**config.mk**
```make
export PLATFORM = sky130hd
export DESIGN_NAME = linear_key_value_table_top
export DESIGN_NICKNAME = d
export VERILOG_FILES = /design/src/design/lkvt_pkg.sv /design/src/design/linear_key_value_table_top.sv
export SDC_FILE = /design/constraint.sdc
export NUM_CORES = 2
export LEC_CHECK = 0
export ABC_CLOCK_PERIOD_IN_PS = 15000
export BUFFER_PORTS_ARGS = -buffer_cell sky130_fd_sc_hd__buf_2
export CORE_MARGIN = 10
export CORE_UTILIZATION = 40
export DETAILED_ROUTE_END_ITERATION = 10
export GPL_TIMING_DRIVEN = 0
export PLACE_DENSITY = 0.56
export SLEW_MARGIN = 20
export SYNTH_ARGS = -nofsm -noshare
export SYNTH_HDL_FRONTEND = slang
export SYNTH_SLANG_ARGS = --single-unit
```
**constraint.sdc**
```tcl
create_clock -name clk -period 15 [get_ports clk]
set_clock_uncertainty 0.2 [all_clocks]
set_input_delay 1.5 -clock clk [delete_from_list [all_inputs] [get_ports clk]]
set_output_delay 1.5 -clock clk [all_outputs]
set_load 0.005 [all_outputs]
```
**src/design/lkvt_pkg.sv**
```systemverilog
`timescale 1ns / 1ps
`default_nettype none

package lkvt_pkg;

  // fixed field widths of the stream words
  localparam int OP_W        = 2;
  localparam int KEY_FIELD_W = 32;
  localparam int VAL_FIELD_W = 32;
  localparam int OCC_W       = 5;
  localparam int STATUS_W    = 2;
  localparam int IN_TDATA_W  = 64;
  localparam int OUT_TDATA_W = 40;

  // parameter defaults
  localparam int CAPACITY_DEF   = 16;
  localparam int KEY_BITS_DEF   = 32;
  localparam int VALUE_BITS_DEF = 32;

  typedef enum logic [OP_W-1:0] {
    OP_INSERT = 2'd0,
    OP_LOOKUP = 2'd1,
    OP_REMOVE = 2'd2,
    OP_CLEAR  = 2'd3
  } op_t;

  typedef enum logic [STATUS_W-1:0] {
    ST_OK      = 2'd0,
    ST_MISSING = 2'd1,
    ST_FULL    = 2'd2
  } status_t;

  typedef enum logic [1:0] {
    S_IDLE,
    S_SCAN,
    S_SHIFT,
    S_FINISH
  } state_t;

endpackage

`default_nettype wire

```
**src/design/linear_key_value_table_top.sv**
```systemverilog
`timescale 1ns / 1ps
`default_nettype none

// key-value table of CAPACITY entries, kept packed in insertion order in two
// one-port-read synchronous memories (keys and values, registered read).
// each input word carries an operation in in_tuser: insert/update, lookup,
// remove or clear; each yields exactly one result word with found flag, looked
// up value, status (ok, key missing, table full), entry count and empty flag.
// a word is taken only while the sequencer is idle; the result sits in an
// output register, so the next word is accepted while it still waits.
// per word: clear skips the scan; insert, lookup and remove scan from position 0,
// comparing one stored key per cycle, until a hit or the last entry (on an
// empty table nothing matches). a remove that hits before the last entry then
// shifts the later entries down, one entry moved per cycle. a finished result
// waits while the output register is still full and out_tready is low.
// the memories hold no reset; only entries below the count are ever used.

module linear_key_value_table_top #(
  parameter int CAPACITY   = lkvt_pkg::CAPACITY_DEF,
  parameter int KEY_BITS   = lkvt_pkg::KEY_BITS_DEF,
  parameter int VALUE_BITS = lkvt_pkg::VALUE_BITS_DEF
) (
  input  wire logic                               clk,
  input  wire logic                               rst_n,
  input  wire logic                               in_tvalid,
  output logic                                    in_tready,
  input  wire logic [lkvt_pkg::IN_TDATA_W-1:0]    in_tdata,   // search_key, new_value
  input  wire logic [lkvt_pkg::OP_W-1:0]          in_tuser,   // op
  output logic                                    out_tvalid,
  input  wire logic                               out_tready,
  output logic [lkvt_pkg::OUT_TDATA_W-1:0]        out_tdata,  // found, read_value,
                                                              // occupancy, is_empty, pad
  output logic [lkvt_pkg::STATUS_W-1:0]           out_tuser   // status
);

  import lkvt_pkg::*;

  localparam int AW = (CAPACITY > 1) ? $clog2(CAPACITY) : 1;
  localparam int CW = $clog2(CAPACITY + 1);
  // bits of the 32-bit fields that are actually kept
  localparam int KW = (KEY_BITS < KEY_FIELD_W) ? KEY_BITS : KEY_FIELD_W;
  localparam int VW = (VALUE_BITS < VAL_FIELD_W) ? VALUE_BITS : VAL_FIELD_W;

  // storage: keys and values, read address registered inside the memory
  logic [KEY_BITS-1:0]   key_mem [CAPACITY];
  logic [VALUE_BITS-1:0] val_mem [CAPACITY];
  logic [KEY_BITS-1:0]   key_q;
  logic [VALUE_BITS-1:0] val_q;
  logic [AW-1:0]         rd_addr;
  logic [AW-1:0]         wr_addr;
  logic                  key_we;
  logic                  val_we;
  logic [KEY_BITS-1:0]   key_wd;
  logic [VALUE_BITS-1:0] val_wd;

  // sequencer state
  state_t                state_r, state_nxt;
  logic [CW-1:0]         count_r, count_nxt;
  logic [AW-1:0]         idx_r, idx_nxt;     // index of the entry on the read port while scanning
  logic                  found_r, found_nxt;
  logic [VALUE_BITS-1:0] rdv_r, rdv_nxt;
  status_t               status_r, status_nxt;

  // captured word
  op_t                   op_r;
  logic [KEY_BITS-1:0]   key_r;
  logic [VALUE_BITS-1:0] val_r;

  // output register
  logic                  out_valid_r;
  logic                  out_found_r;
  logic [VAL_FIELD_W-1:0] out_rdv_r;
  logic [OCC_W-1:0]      out_occ_r;
  logic                  out_empty_r;
  status_t               out_status_r;
  logic                  out_load;

  logic                  in_acc;
  logic                  hit;
  logic                  last;

  assign in_acc = in_tvalid && in_tready;

  // scan compare: the entry at idx_r is on the read port
  assign hit  = (count_r != '0) && (key_q == key_r);
  assign last = (count_r == '0) || ((CW'(idx_r) + CW'(1)) == count_r);

  always_ff @(posedge clk) begin
    if (key_we) begin
      key_mem[wr_addr] <= key_wd;
    end
    if (val_we) begin
      val_mem[wr_addr] <= val_wd;
    end
    key_q <= key_mem[rd_addr];
    val_q <= val_mem[rd_addr];
  end

  always_ff @(posedge clk) begin
    if (in_acc) begin
      op_r  <= op_t'(in_tuser);
      key_r <= KEY_BITS'(in_tdata[KW-1:0]);
      val_r <= VALUE_BITS'(in_tdata[KEY_FIELD_W +: VW]);
    end
  end

  always_ff @(posedge clk) begin
    if (!rst_n) begin
      state_r <= S_IDLE;
      count_r <= '0;
    end else begin
      state_r <= state_nxt;
      count_r <= count_nxt;
    end
  end

  always_ff @(posedge clk) begin
    idx_r    <= idx_nxt;
    found_r  <= found_nxt;
    rdv_r    <= rdv_nxt;
    status_r <= status_nxt;
  end

  always_comb begin
    state_nxt  = state_r;
    count_nxt  = count_r;
    idx_nxt    = idx_r;
    found_nxt  = found_r;
    rdv_nxt    = rdv_r;
    status_nxt = status_r;
    in_tready  = 1'b0;
    out_load   = 1'b0;
    rd_addr    = idx_r + AW'(1);
    wr_addr    = idx_r;
    key_we     = 1'b0;
    val_we     = 1'b0;
    key_wd     = key_r;
    val_wd     = val_r;

    case (state_r)
      S_IDLE: begin
        in_tready = 1'b1;
        if (in_tvalid) begin
          idx_nxt    = '0;
          rd_addr    = '0;
          found_nxt  = 1'b0;
          rdv_nxt    = '0;
          status_nxt = ST_OK;
          if (op_t'(in_tuser) == OP_CLEAR) begin
            count_nxt = '0;
            state_nxt = S_FINISH;
          end else begin
            state_nxt = S_SCAN;
          end
        end
      end

      S_SCAN: begin
        if (hit) begin
          found_nxt = 1'b1;
          state_nxt = S_FINISH;
          case (op_r)
            OP_INSERT: begin
              // update in place
              val_we = 1'b1;
            end
            OP_LOOKUP: begin
              rdv_nxt = val_q;
            end
            OP_REMOVE: begin
              if (last) begin
                count_nxt = count_r - CW'(1);
              end else begin
                // read one ahead, write one behind
                rd_addr   = idx_r + AW'(1);
                state_nxt = S_SHIFT;
              end
            end
            default: begin
            end
          endcase
        end else if (last) begin
          state_nxt = S_FINISH;
          if (op_r == OP_INSERT) begin
            if (count_r == CW'(CAPACITY)) begin
              status_nxt = ST_FULL;
            end else begin
              // append at the end
              key_we    = 1'b1;
              val_we    = 1'b1;
              wr_addr   = AW'(count_r);
              count_nxt = count_r + CW'(1);
            end
          end else begin
            status_nxt = ST_MISSING;
          end
        end else begin
          idx_nxt = idx_r + AW'(1);
          rd_addr = idx_r + AW'(1);
        end
      end

      S_SHIFT: begin
        // entry idx_r + 1 is on the read port, move it down to idx_r
        key_we  = 1'b1;
        val_we  = 1'b1;
        wr_addr = idx_r;
        key_wd  = key_q;
        val_wd  = val_q;
        if ((CW'(idx_r) + CW'(2)) == count_r) begin
          count_nxt = count_r - CW'(1);
          state_nxt = S_FINISH;
        end else begin
          idx_nxt = idx_r + AW'(1);
          rd_addr = idx_r + AW'(2);
        end
      end

      S_FINISH: begin
        if (!out_valid_r || out_tready) begin
          out_load  = 1'b1;
          state_nxt = S_IDLE;
        end
      end

      default: begin
        state_nxt = S_IDLE;
      end
    endcase
  end

  always_ff @(posedge clk) begin
    if (!rst_n) begin
      out_valid_r <= 1'b0;
    end else if (out_load) begin
      out_valid_r <= 1'b1;
    end else if (out_tready) begin
      out_valid_r <= 1'b0;
    end
  end

  always_ff @(posedge clk) begin
    if (out_load) begin
      out_found_r  <= found_r;
      out_rdv_r    <= VAL_FIELD_W'(rdv_r);
      out_status_r <= status_r;
      out_occ_r    <= OCC_W'(count_r);
      out_empty_r  <= (count_r == '0);
    end
  end

  assign out_tvalid = out_valid_r;
  assign out_tdata  = {1'b0, out_empty_r, out_occ_r, out_rdv_r, out_found_r};
  assign out_tuser  = out_status_r;

  // entry count never exceeds the table size
  a_count_bound: assert property (@(posedge clk) disable iff (!rst_n)
    count_r <= CW'(CAPACITY))
    else $error("entry count beyond capacity");

  // a clear empties the table on the next cycle
  a_clear_empties: assert property (@(posedge clk) disable iff (!rst_n)
    (in_acc && (op_t'(in_tuser) == OP_CLEAR)) |=> (count_r == '0))
    else $error("clear did not empty the table");

  // writes only land inside the packed list or just at its end
  a_write_range: assert property (@(posedge clk) disable iff (!rst_n)
    (key_we || val_we) |-> (CW'(wr_addr) <= count_r))
    else $error("write outside the live entries");

  // a found key never comes with an error status
  a_found_ok: assert property (@(posedge clk) disable iff (!rst_n)
    out_load |-> !(found_r && (status_r != ST_OK)))
    else $error("found key reported with error status");

endmodule

`default_nettype wire
```
==> summary.md <==
| Metric | Value |
|---|---|
| Setup crit end kind | flip-flop |
| Total global-route track usage | 17.5% |
| Post-DP Area | 0.0512 mm² |
| Synthesized area per cell | 21.5 µm² |
| Via count | ~23000 |
| Final slew viol count | 0 |
| CP Launch Type | flip-flop |
| CORE AREA | 0.116 mm² |
| CP required | 15.23 ns |
| Worst Setup SP | count_r[0]$_SDFFE_PN0P_ |
| GP Congestion | 0.788 |
| FF-to-FF Start | count_r[0]$_SDFFE_PN0P_ |
| Syn nets | 2251 |
| P_leak | 17.8 nW |
| Max Root-Sink Buffers | 3 |
| First-pass GRT wire length | 167000 µm |
| P_int | 7.98 mW |
| Period minus WS final | 5.92 ns |
| Antenna Violating Nets Remaining | 0 |
| Layout Nets | 2570 |
| # port buffers | 112 |
| Initial antenna violation count | 4 |
| Top cell family by delay on the critical path | buffers and inverters |
| WL final | about 110000 µm |
| Critical path class | reg2reg |
| Switching pwr | 3.81 mW |
| Htree depth | 4 |
| Synth top area share | 75.1% |
| Die ar. | ~0.13 mm² |
| Max stage delay on crit path | 0.73 ns |
| Final hold vios | 0 |
| TNS Setup | 0 ns |
| CTS Hold Bufs | 0 |
| Worst hold start | rdv_r[26]$_SDFFCE_PN0P_ |
| Max_cap viols | 0 |
| Worst Path Max Fanout | 18 |
| CP cell instances | clkbuf_1 -> inv_1 -> ha_1 -> nor4b_2 -> buf_2 -> nor3_1 -> nand4_1 -> nor4_2 -> buf_2 -> clkbuf_1 -> a22oi_1 -> o21ai_0 -> o211ai_1 -> nor2_4 -> buf_12 |
| DR pass1 iterations | 6 |
| Clock share of power | 27.2% |
| Die height | 362 µm |
| Sequential share of power | 38.7% |
| Buf/Inv on CP | 6 |
| Final HPWL DP | 73600 µm |
| Clock Pin Slew Worst Setup and Hold Paths | about 0.060 ns |
| Root buf cell | clkbuf_16 |
| Post-synthesis sequential area ratio | 78.2% |
| Most frequent cell after synthesis | edfxtp_1 |
| #FFs+latches synth | 1242 |
| Final Cell Area | 0.0555 mm² |
| Synth area leaders | edfxtp_1, mux4_2, dfxtp_1 |
| Share of cells above drive strength 1 | between 20% and 30% |
| Mapped Cells | 2172 |
| Initial Util | approximately 40% |
| Worst Path Arrival | 6.14 ns |
| Placed Cells | 3880 |
| Synth Cell Area | 0.0468 mm² |
| Vias in the first global route | roughly 24000 |
| Final Core Density | 47.8% |
| Post-synth top cells | edfxtp_1, mux4_2, a22oi_1, nand2_1, clkbuf_1 |
| Final setup fails | 0 |
| Reg2reg end | val_mem[6][20]$_DFFE_PP_ |
| Peak supply drop | 0.138 mV |
| FP Rows | around 130 |
| Worst-margin pin slew | 1.16 ns |
| CTS Buf Count | 133 |
| Slew margin rel. | 22.6% |
| Pin count of the biggest net entering global routing | 33 |
| Total clock sinks | ~1200 |
| Ports | about 110 |
| DR iter-0 viols | 2419 |
| Die width | around 360 µm |
| Antenna diodes | 0 |
| Grt ovf | 0 |
| CTS tree | done |
| Dominant synthesized flop cell | edfxtp_1 |
| Crit. path cell count | 15 |
| Area leader, netlist | edfxtp_1 |
| Cts repair resizes | 0 |
| Setup Buffers After CTS | 0 |
| Combinational fraction of design power | 34.1% |
| Netlist cell types | 62 |
| WL/cell | 27.8 µm |
| Fmax | 169 MHz |
| Worst min path class | reg2reg |
| Ys async rst share | 0% |
| DRC Markers | 0 |
| Power density over the cells | 212 mW/mm² |
| Vias/cell | 5.51 |
| Worst Setup EP | val_mem[6][20]$_DFFE_PP_ |
| Area delta synth->final | 18.8% |
| Yosys warns | 0 |
| Sw Share | 32.4% |
| Worst hold slack | 0.217 ns |
| Final Instance Count excl. Fillers | 4127 |
| Post-synth EDFFs | approximately 1200 |
| Reg-to-reg setup timing slack | ~9 ns |
| RSZ-0062 raised after global routing | false |
| Clk_lat worst skew | 0.74 ns |
| Status | completed |
| Crit-path slowest cell | nor2_4 |
| R2r worst-path depth | 15 |
| Tcrit/Tclk final | 39.5% |
## metal layers
layer / wire (µm) / track usage (%) / vias to the layer above
met2: 57100 / 29.2 / 769
met1: 47400 / 23.0 / 12100
met4: 3050 / 5.65 / 2
met5: 13 / 0 / -
li1: - / - / 9698
met3: 7140 / 3.53 / 183
## metrics by stage
stage                     power, mW  setup WS [ns]
after floorplan                7.30           9.88
after global routing           12.4           8.84
after CTS                      11.9           9.28
final                          11.8           9.08
after detailed placement       8.71           9.30
after global placement         8.56           6.30
## sequential cells by signal (all words and copies together) (netlist names), 2 cells and up
signal and cells:
out_occ_r 5, rdv_r 32, key_q 32, key_mem 512
out_tuser 2, val_q 32, count_r 5, key_r 32
val_r 32, op_r 2, idx_r 4, state_r 2
out_rdv_r 32, val_mem 512, status_r 2
## worst min-delay path by stage
| stage | endpoint | cells after the start | slack (ns) |
|---|---|---|---|
| 2_1_floorplan | out_found_r$_DFFE_PP_ | 0 | 0.20 |
| 3_3_place_gp | out_rdv_r[28]$_DFFE_PP_ | 0 | 0.20 |
| 3_5_place_dp | out_rdv_r[26]$_DFFE_PP_ | 0 | 0.20 |
| 4_1_cts | out_rdv_r[26]$_DFFE_PP_ | 0 | 0.22 |
| 5_1_grt | out_rdv_r[11]$_DFFE_PP_ | 0 | 0.23 |
| 6_report | out_rdv_r[26]$_DFFE_PP_ | 0 | 0.22 |
## cells by family (layout without fill, tap and decap cells)
logic type | Yosys count | in the layout | share of synthesized area [%]
AOI/OAI and AO/OA | 202 | 202 | 3.13
xor gates and xnor gates | 41 | 41 | 0.784
adders and majority gates | 9 | 9 | 0.241
buffers and inverters | 124 | 555 | 1.31
DFF | 1242 | 1242 | 78.2
muxes | 326 | 326 | 14.0
other | 1 | 1 | 0.00802
and+or+nand+nor | 227 | 227 | 2.32
## power by group through the flow
stage                     combinational [mW]  clock, mW  sequential, mW
final                                   4.02       3.21            4.56
after global routing                    4.34       3.43            4.59
after CTS                               4.09       3.28            4.56
after detailed placement                4.07          0            4.63
after global placement                  3.91          0            4.65
after floorplan                         2.72          0            4.58
## layout by cell type (no fill, tap or decap), types with 6 or more instances in the layout
cell,netlist,layout
buf_2,13,127
clkinv_1,0,13
ha_1,9,9
clkbuf_8,0,11
buf_6,13,15
a21oi_1,12,9
a21o_1,6,6
bufinv_16,0,7
dfxtp_1,72,72
nor3_1,10,9
mux4_2,256,256
xor2_1,34,34
clkbuf_16,0,139
clkinv_2,0,12
inv_1,12,12
buf_16,0,44
and2_1,39,37
clkbuf_1,73,126
o21ai_0,16,12
edfxtp_1,1170,1170
nor2_1,49,16
mux2i_1,6,6
nor2b_1,7,7
nand2_1,85,85
nand3_1,7,7
buf_4,9,11
a22oi_1,129,129
buf_12,0,21
nor4_1,8,7
nor2_4,0,33
xnor2_1,6,6
mux2_2,64,64
o211ai_1,6,6
## cell type report
type                            instances  area [µm²]
Inverter                               13        48.8
Timing Repair Buffer                  184        2250
Fill cell                            9474       60700
Multi-Input combinational cell        806        9900
Clock inverter                         44         462
Tap cell                             1524        1910
Buffer                                111         567
Sequential cell                      1242       36600
Clock buffer                          203        3830
Note: power is estimated with default switching activity, not from simulation.
